<file path="src/hdl/ddm_pkg.sv">
// ----------------------------------------------------------------------------
// ddm_pkg
// Shared types and constants for the differential drive mixer.
// ----------------------------------------------------------------------------
package ddm_pkg;

  // Default pivot turn amount; commands saturate to twice this value.
  localparam int PIVOT_DEFAULT = 50;

  // Field widths.
  localparam int CMD_W       = 8;   // signed speed and turn commands
  localparam int MAG_W       = 8;   // saturated command magnitude, up to 128
  localparam int WHEEL_W     = 7;   // wheel speed output
  localparam int DZ_W        = 6;   // dead zone register
  localparam int NUM_W       = 15;  // dividend of the divide by the pivot

  localparam logic [DZ_W-1:0] DEAD_ZONE_RESET = 6'd5;

  // Mixing mode chosen in the first stage.
  typedef enum logic [1:0] {
    MODE_STRAIGHT,
    MODE_SPIN,
    MODE_SLOW,
    MODE_REVERSE
  } mix_mode_t;

  // Contents of the first pipeline stage.
  typedef struct packed {
    mix_mode_t        mode;
    logic [MAG_W-1:0] speed;
    logic [MAG_W-1:0] turn;
    logic             turn_right;
    logic             forward;
    logic [NUM_W-1:0] dividend;
  } mix_stage_t;

endpackage

</file>
<file path="src/hdl/differential_drive_mixer_core.sv">
// ----------------------------------------------------------------------------
// differential_drive_mixer_core
// Arcade-style mixing of a speed and a turn command into wheel speeds and
// directions for a two-motor differential drive, with change flags.
// ----------------------------------------------------------------------------
//
// Channel     Dir  Bits  Contents (lowest bit first)
// s_axis      in   16    speed_command[7:0], turn_command[15:8]
// m_axis      out  24    left_speed[6:0], left_forward[7], right_speed[14:8],
//                        right_forward[15], left_speed_changed[16],
//                        left_dir_changed[17], right_speed_changed[18],
//                        right_dir_changed[19], zero fill[23:20]
// dead_zone   in   6     write enable plus write data, no read-back
//
// One transaction is accepted every clock cycle while the first stage has room. A
// command is registered in the first stage and its result in the output
// register, from which it is offered on m_axis. The first
// stage saturates the commands, picks the mixing mode and forms the product
// for the inner wheel; the second stage divides by the pivot through a
// reciprocal multiply and registers the result together with its change flags.
// Reset (rst, synchronous) empties both stages, restores the dead zone to 5
// and clears the history so the first result flags all four outputs.
// When m_axis_tready is low, the output register holds and the first stage
// keeps accepting until it fills too; nothing is dropped or repeated.
//
module differential_drive_mixer_core
  import ddm_pkg::*;
#(
  parameter int PIVOT = PIVOT_DEFAULT
) (
  input  logic            clk,
  input  logic            rst,
  // Dead zone register write.
  input  logic            dead_zone_wr_en,
  input  logic [DZ_W-1:0] dead_zone_wr_data,
  // Command input: speed_command [7:0], turn_command [15:8].
  input  logic            s_axis_tvalid,
  output logic            s_axis_tready,
  input  logic [15:0]     s_axis_tdata,
  // Result: left_speed [6:0], left_forward [7], right_speed [14:8],
  // right_forward [15], left_speed_changed [16], left_dir_changed [17],
  // right_speed_changed [18], right_dir_changed [19], zeros [23:20].
  output logic            m_axis_tvalid,
  input  logic            m_axis_tready,
  output logic [23:0]     m_axis_tdata
);

  // Saturation limit for both commands, in a width that holds 2*PIVOT and
  // the sign-extended 8-bit command alike.
  localparam logic signed [9:0] CmdLimit = 10'(2 * PIVOT);
  localparam logic [MAG_W-1:0]  PivotMag = MAG_W'(PIVOT);
  localparam logic [NUM_W-1:0]  RoundUp  = NUM_W'(PIVOT - 1);

  // --------------------------------------------------------------------------
  // Configuration
  // --------------------------------------------------------------------------
  logic [DZ_W-1:0] dead_zone;

  always_ff @(posedge clk) begin
    if (rst) begin
      dead_zone <= DEAD_ZONE_RESET;
    end else if (dead_zone_wr_en) begin
      dead_zone <= dead_zone_wr_data;
    end
  end

  // --------------------------------------------------------------------------
  // Handshake: two stages, each advancing when the one after it has room.
  // --------------------------------------------------------------------------
  logic       stage_valid;
  logic       stage_ready;
  logic       out_ready;
  logic       stage_load;
  logic       out_load;

  assign out_ready     = !m_axis_tvalid || m_axis_tready;
  assign stage_ready   = !stage_valid || out_ready;
  assign s_axis_tready = stage_ready;
  assign stage_load    = s_axis_tvalid && stage_ready;
  assign out_load      = stage_valid && out_ready;

  // --------------------------------------------------------------------------
  // Stage 1: saturate, take magnitudes, choose the mode and multiply.
  // --------------------------------------------------------------------------
  logic signed [9:0]  speed_wide;
  logic signed [9:0]  turn_wide;
  logic signed [9:0]  speed_sat;
  logic signed [9:0]  turn_sat;
  logic [MAG_W-1:0]   speed_mag;
  logic [MAG_W-1:0]   turn_mag;
  logic [MAG_W-1:0]   mul_turn;
  logic [2*MAG_W-1:0] mul_product;
  logic [MAG_W-1:0]   dead_zone_mag;
  mix_stage_t         stage_next;
  mix_stage_t         stage;

  assign speed_wide    = 10'(signed'(s_axis_tdata[7:0]));
  assign turn_wide     = 10'(signed'(s_axis_tdata[15:8]));
  assign dead_zone_mag = MAG_W'(dead_zone);

  always_comb begin
    if (speed_wide > CmdLimit) begin
      speed_sat = CmdLimit;
    end else if (speed_wide < -CmdLimit) begin
      speed_sat = -CmdLimit;
    end else begin
      speed_sat = speed_wide;
    end
    if (turn_wide > CmdLimit) begin
      turn_sat = CmdLimit;
    end else if (turn_wide < -CmdLimit) begin
      turn_sat = -CmdLimit;
    end else begin
      turn_sat = turn_wide;
    end
  end

  // The saturated commands never exceed 128 in magnitude.
  assign speed_mag = speed_sat[9] ? MAG_W'(-speed_sat) : MAG_W'(speed_sat);
  assign turn_mag  = turn_sat[9]  ? MAG_W'(-turn_sat)  : MAG_W'(turn_sat);

  always_comb begin
    stage_next            = '0;
    stage_next.speed      = speed_mag;
    stage_next.turn       = turn_mag;
    stage_next.turn_right = !turn_sat[9] && (turn_sat != '0);
    stage_next.forward    = !speed_sat[9];

    if (speed_mag < dead_zone_mag && turn_mag > dead_zone_mag) begin
      stage_next.mode = MODE_SPIN;
    end else if (turn_mag > dead_zone_mag) begin
      stage_next.mode = (turn_mag < PivotMag) ? MODE_SLOW : MODE_REVERSE;
    end else begin
      stage_next.mode = MODE_STRAIGHT;
    end

    // The slowed wheel needs ceil(turn*speed/PIVOT), so the dividend gets
    // PIVOT-1 added; the reversed wheel needs floor((turn-PIVOT)*speed/PIVOT).
    mul_turn    = (stage_next.mode == MODE_SLOW) ? turn_mag : turn_mag - PivotMag;
    mul_product = mul_turn * speed_mag;
    if (stage_next.mode == MODE_SLOW) begin
      stage_next.dividend = NUM_W'(mul_product) + RoundUp;
    end else begin
      stage_next.dividend = NUM_W'(mul_product);
    end
  end

  always_ff @(posedge clk) begin
    if (rst) begin
      stage_valid <= 1'b0;
    end else if (stage_ready) begin
      stage_valid <= s_axis_tvalid;
    end
  end

  always_ff @(posedge clk) begin
    if (stage_load) begin
      stage <= stage_next;
    end
  end

  // --------------------------------------------------------------------------
  // Stage 2: divide by the pivot, assign wheels, saturate, compare history.
  // --------------------------------------------------------------------------
  logic [NUM_W-1:0]   quotient;
  logic [MAG_W-1:0]   inner;
  logic [MAG_W-1:0]   left_mag;
  logic [MAG_W-1:0]   right_mag;
  logic [WHEEL_W-1:0] left_speed_next;
  logic [WHEEL_W-1:0] right_speed_next;
  logic               left_fwd_next;
  logic               right_fwd_next;

  ddm_const_div #(
    .Divisor (PIVOT),
    .NumW    (NUM_W)
  ) u_div (
    .dividend (stage.dividend),
    .quotient (quotient)
  );

  // The quotient is at most the speed magnitude in both modes that use it.
  assign inner = (stage.mode == MODE_SLOW) ? stage.speed - MAG_W'(quotient)
                                           : MAG_W'(quotient);

  always_comb begin
    left_mag       = stage.speed;
    right_mag      = stage.speed;
    left_fwd_next  = stage.forward;
    right_fwd_next = stage.forward;
    unique case (stage.mode)
      MODE_SPIN: begin
        left_mag       = stage.turn;
        right_mag      = stage.turn;
        left_fwd_next  = stage.turn_right;
        right_fwd_next = !stage.turn_right;
      end
      MODE_SLOW: begin
        if (stage.turn_right) begin
          right_mag = inner;
        end else begin
          left_mag = inner;
        end
      end
      MODE_REVERSE: begin
        if (stage.turn_right) begin
          right_mag      = inner;
          right_fwd_next = !stage.forward;
        end else begin
          left_mag      = inner;
          left_fwd_next = !stage.forward;
        end
      end
      default: begin
      end
    endcase
  end

  // Magnitudes above 127 only occur with a pivot above 63.
  assign left_speed_next  = left_mag[MAG_W-1]  ? '1 : left_mag[WHEEL_W-1:0];
  assign right_speed_next = right_mag[MAG_W-1] ? '1 : right_mag[WHEEL_W-1:0];

  // History of the last delivered values.
  logic               prev_valid;
  logic [WHEEL_W-1:0] prev_left_speed;
  logic [WHEEL_W-1:0] prev_right_speed;
  logic               prev_left_dir;
  logic               prev_right_dir;

  always_ff @(posedge clk) begin
    if (rst) begin
      prev_valid <= 1'b0;
    end else if (out_load) begin
      prev_valid <= 1'b1;
    end
  end

  always_ff @(posedge clk) begin
    if (out_load) begin
      prev_left_speed  <= left_speed_next;
      prev_right_speed <= right_speed_next;
      prev_left_dir    <= left_fwd_next;
      prev_right_dir   <= right_fwd_next;
    end
  end

  // Output register.
  logic [19:0] result_next;
  logic [19:0] result;

  assign result_next = {
    !prev_valid || (right_fwd_next != prev_right_dir),
    !prev_valid || (right_speed_next != prev_right_speed),
    !prev_valid || (left_fwd_next != prev_left_dir),
    !prev_valid || (left_speed_next != prev_left_speed),
    right_fwd_next,
    right_speed_next,
    left_fwd_next,
    left_speed_next
  };

  always_ff @(posedge clk) begin
    if (rst) begin
      m_axis_tvalid <= 1'b0;
    end else if (out_ready) begin
      m_axis_tvalid <= stage_valid;
    end
  end

  always_ff @(posedge clk) begin
    if (out_load) begin
      result <= result_next;
    end
  end

  assign m_axis_tdata = {4'b0000, result};

endmodule

</file>
<file path="src/hdl/ddm_const_div.sv">
// ----------------------------------------------------------------------------
// ddm_const_div
// Unsigned divide by a constant, done as a multiply by a rounded-up
// reciprocal and a shift. Exact for every dividend of NumW bits.
// ----------------------------------------------------------------------------
module ddm_const_div
  import ddm_pkg::*;
#(
  parameter int Divisor = PIVOT_DEFAULT,
  parameter int NumW    = NUM_W
) (
  input  logic [NumW-1:0] dividend,
  output logic [NumW-1:0] quotient
);

  // The reciprocal error times the dividend stays below 2^Shift, which
  // keeps the truncated product equal to the exact floor quotient.
  localparam int Shift  = NumW + $clog2(Divisor);
  localparam int MagicW = Shift + 1;
  localparam longint unsigned Magic =
    ((64'd1 << Shift) + longint'(Divisor) - 64'd1) / longint'(Divisor);

  logic [NumW+MagicW-1:0] product;

  assign product  = (NumW+MagicW)'(dividend) * (NumW+MagicW)'(Magic);
  assign quotient = NumW'(product >> Shift);

endmodule
</file>
<file path="config.mk">
export PLATFORM = sky130hd
export DESIGN_NAME = differential_drive_mixer_core
export DESIGN_NICKNAME = d
export VERILOG_FILES = /design/src/hdl/ddm_pkg.sv /design/src/hdl/differential_drive_mixer_core.sv /design/src/hdl/ddm_const_div.sv
export SDC_FILE = /design/constraint.sdc
export NUM_CORES = 1
export LEC_CHECK = 0
export ABC_AREA = 1
export BUFFER_PORTS_ARGS = -buffer_cell sky130_fd_sc_hd__buf_2
export CAP_MARGIN = 20
export CORE_MARGIN = 2
export CORE_UTILIZATION = 50
export DETAILED_ROUTE_END_ITERATION = 7
export GPL_ROUTABILITY_DRIVEN = 0
export PLACE_DENSITY = 0.67
export SLEW_MARGIN = 20
export SYNTH_ARGS = -nofsm -noshare
export SYNTH_HDL_FRONTEND = slang
export SYNTH_SLANG_ARGS = --single-unit
</file>
<file path="constraint.sdc">
create_clock -name clk -period 11.3 [get_ports clk]
set_input_delay 0 -clock clk [delete_from_list [all_inputs] [get_ports clk]]
set_output_delay 0 -clock clk [all_outputs]
set_load 0.1 [all_outputs]
</file>
Word-level counts from Yosys, hierarchy flattened
Cells that the tools add are included.
{"block": "totals", "reg_bits": 80, "in_bits": 27, "out_inout_bits": 26, "elab_cells": 78}
{"block": "classes", "n_addsub": 5, "n_mul": 2, "order_cmp": 7, "n_eq_ne": 8, "muxes": 22, "reduce_logical": 19}
{"cell": "$mux W8", "n": 6}
{"cell": "$mux W10", "n": 4}
{"cell": "$pmux W8 S2", "n": 2}
{"cell": "$mul A15 B13 Y26 const B", "n": 1}
{"cell": "$gt A8 B8 Y1 const B", "n": 2}
{"cell": "$lt A8 B8 Y1 const B", "n": 2}
{"cell": "$neg A8 Y8", "n": 2}
{"cell": "$add A15 B6 Y15 const B", "n": 1}
{"cell": "$mul A8 B8 Y15", "n": 1}
{"cell": "$mux W15", "n": 1}
{"cell": "$mux W7", "n": 2}
{"cell": "$ne A7 B7 Y1", "n": 2}
{"cell": "$reduce_bool A10 Y1", "n": 1}
{"cell": "$gt A8 B6 Y1", "n": 1}
{"cell": "$lt A8 B6 Y1", "n": 1}
{"cell": "$lt A8 B6 Y1 const B", "n": 1}
{"cell": "$sub A8 B6 Y8 const B", "n": 1}
{"cell": "$sub A8 B8 Y8", "n": 1}
{"cell": "$logic_not A1 Y1", "n": 7}
{"cell": "$eq A2 B2 Y1 const B", "n": 3}
{"cell": "$logic_or A1 B1 Y1", "n": 6}
{"cell": "$logic_and A1 B1 Y1", "n": 4}
{"cell": "$mux W2", "n": 2}
{"cell": "$pmux W1 S2", "n": 2}
{"cell": "4 further kinds", "n": 7}

Logic depth before layout (Yosys ltp)
{"block": "depth", "depth_word": 14, "depth_mapped": 49, "ltp_nobuf": 49}

Hierarchy
From an unflattened synthesis, not the netlist that was laid out.
{"block": "hier_totals", "hier_cells": 1390, "area_unflattened_um2": 10845.4}
{"mod": "differential_drive_mixer_core", "n_inst": 1, "cells_each": 879, "area_per_inst_um2": 6732.7, "seq_area_each_um2": 1831.8}
{"mod": "ddm_const_div", "n_inst": 1, "cells_each": 511, "area_per_inst_um2": 4112.7, "seq_area_each_um2": 0.0}

Worst setup path after synthesis
Ideal clock, no wire load.
{"block": "synth_timing", "kind": "input port to flip-flop", "startpoint": "input s_axis_tdata[10]", "endpoint": "register stage[14] (netlist name) (data pin)", "setup_time_ns": 0.253, "arrival_time_ns": 6.936, "required_time_ns": 11.047, "slack_ns": 4.111, "cell_stages": 45, "n_path_buf": 0, "path_cell_list": "inv_1 -> o21ai_0 -> o21ai_0 -> ha_1 -> inv_1 -> nand3_1 -> ha_1 -> o21ai_2 -> inv_1 -> ha_1 -> inv_1 -> nor2_1 -> o21ai_0 -> nand2_1 -> a21oi_1 -> nand2_1 -> o21ai_0 -> nand3_1 -> [9 not listed] -> fa_1 -> inv_1 -> fa_1 -> inv_1 -> ha_1 -> inv_1 -> nor3_1 -> nand2_1 -> nand2_1 -> a21oi_1 -> o21bai_1 -> xnor2_1 -> nor3_1 -> nand3_1 -> nand2_1 -> nand2_1 -> nand2_1 -> nand2_1"}
{"element": "start, declared", "line": "differential_drive_mixer_core.sv:39", "text": "input logic [15:0] s_axis_tdata,"}
{"element": "end signal, assigned", "line": "differential_drive_mixer_core.sv:158", "text": "stage <= stage_next;"}
{"element": "end, declared", "line": "differential_drive_mixer_core.sv:95", "text": "mix_stage_t stage;"}

==> impl_metrics.tcl <==
set metrics [dict create \
    outcome "finished, final reports clean" \
    slew_violations 0 \
    drt_first_pass_iters 5 \
    max-clock-path-buffers 2 \
    worst_ep_required_time_ps 11390 \
    die_y_um 149 \
    grt_max_degree 36 \
    grt_use_total_pct 22.2 \
    antenna_found_initial 0 \
    synth_cells 1376 \
    finalHoldViolCount 0 \
    overflow 0 \
    clk_pin_slew_ps 60 \
    drc 0 \
    max_slew_margin_pct 43.2 \
    ant_nets 0 \
    die_x_um 149 \
    drtIter0Drc 453 \
    start_util_pct 50.6 \
    finalWirelength_um 23200 \
    syn_avg_cell_area_um2 7.68 \
    path_class "in -> reg" \
    setup_violations 0 \
    nFillCells 2007 \
    grt_pass1_vias 8495 \
    insertion_delay_ps 350 \
    hp-class "in -> reg" \
    io_buffers 48 \
    ioPinCount 53 \
    area_growth_pct 9.16 \
    core.rowCount 53 \
    yosys_warnings 0 \
    mostFrequentLayoutCell "inv_1" \
    hold_path_depth 3 \
    antenna_cells 0 \
    r2r_cells 37 \
    cts_buffers 9 \
    avgViaCountPerCell 4.98 \
    rsz0062_at_grt "no" \
    cts_max_level 3 \
    cap_viol_max_count 0 \
    cts_tree "yes" \
    core_um2 20900 \
    clock.fmax_mhz 128 \
    critPathSlowestCell "fa_1" \
    grt_pass1_wl_um 39600 \
    synth-seq-cells 64 \
    netlist_area_um2 10600 \
    post-route-min-period_ps 7800 \
    fin_nets 1721 \
    fin_crit_sh_pct 69.0 \
    synthArstFlopShare_pct 0 \
    cp-start-kind "primary input" \
    clkSinkCount 64 \
    vias 8554 \
    synthFlopType "edfxtp_1" \
    layout-drive-gt1-share_pct 8.32 \
    cp.arrival_ps 7890 \
    crit_top_cell "nand2_1" \
    tightest_slew_ps 850 \
    fin_setup_tns_ps 0 \
    r2r_setup_slack_ps 4440 \
    critPathMaxFanout 18 \
    cts_resized 0 \
    cp_slowest_stage_delay_ps 530 \
    critPathCaptureType "flip-flop" \
    wl_per_cell_um 13.5 \
    synth-edff-count 55 \
    synth.distinct_cells 50 \
    die-area_um2 22300 \
    root_buffer "clkbuf_16" \
    final_cell_mix "304 x inv_1, 271 x nand2_1, 152 x ha_1" \
    seq_area_frac_synth_pct 17.3 \
    dp_hpwl_um 19500 \
    finClkSkew_ps 13.1 \
]
[metal layers]
metal	GRT usage (%)	up-vias	share of wire, %
met4	4.86	0	0.95
met1	30.5	3966	47
met3	2.29	19	3.6
met5	0	-	0
li1	-	4421	-
met2	37.9	148	48
[final cells by class]
class	instances	area (um^2)	area share (%)
repair buffers	64	390	3.38
flip-flops and latches	64	1830	15.9
clock buffers	11	275	2.39
well taps	275	344	2.98
clock inverters	5	41.3	0.358
multi-input cells	978	7450	64.6
inverters	321	1210	10.5
[stage by stage]
step	instance area (um^2)	utilization, %	setup WS, ps	instances	hold slack, ps
3_3_place_gp	11100	53.2	3430	1690	223
6_report	11500	55.2	3500	1718	72.9
2_1_floorplan	10600	-	4110	1379	69.1
4_1_cts	11500	55.2	3540	1718	38.3
3_5_place_dp	11100	53.2	3180	1690	223
5_1_grt	11500	55.2	2700	1718	98.4
[flip-flops by register name (all words and copies together) (netlist names)]
| name | count |
|---|---|
| prev_left_speed | 6 |
| result | 8 |
| m_axis_tvalid | 1 |
| dead_zone | 6 |
| prev_right_speed | 6 |
| prev_valid | 1 |
| stage | 35 |
| stage_valid | 1 |
[cells in the mapped netlist, types with 10 or more instances]
master    number  area (um^2)
a21oi_1       71          355
edfxtp_1      55         1650
fa_1         104         2080
ha_1         152         1900
inv_1        304         1140
inv_2         14         52.6
nand2_1      271         1020
nand3_1       80          400
nand3b_1      10         75.1
nand4_1       15         93.8
nor2_1       137          514
o21ai_0       34          170
xnor2_1       10         87.6
xor2_1        22          193
[timing repair]
item,4_1_cts,5_1_grt
hold endpoints to repair,9,0
setup buffers,0,0
hold buffers,12,0
[critical path, delay by kind of cell]
kind / cells / cell delay [ps]
compound gates: 4 / 920
xor+xnor: 2 / 480
fa+ha+maj: 8 / 3460
buf+inv: 7 / 560
simple gates: 22 / 2440
[kinds of logic (layout without fill, tap and decap cells)]
family                     count (synthesis)  in the layout  share of synthesized area (%)
and+or+nand+nor                          556            556                           22.9
buffers and inverters                    337            401                           12.3
adders and majority gates                256            256                           37.7
AOI/OAI and AO/OA                        127            127                           6.62
DFF                                       64             64                           17.3
xor gates and xnor gates                  35             35                           3.11
other                                      1              4                         0.0355
[final timing paths]
| kind | from | end |
|---|---|---|
| worst max register to register | stage[8] | result[16] |
| worst min-delay path | dead_zone_wr_en | dead_zone[3] |
| worst max-delay path | s_axis_tdata[4] | stage[14] |
| worst min register to register | stage_valid | m_axis_tvalid |
Power is left out: the tool's default activity adds up to more than one toggle a clock period on the data nets, which glitch-free logic cannot reach.
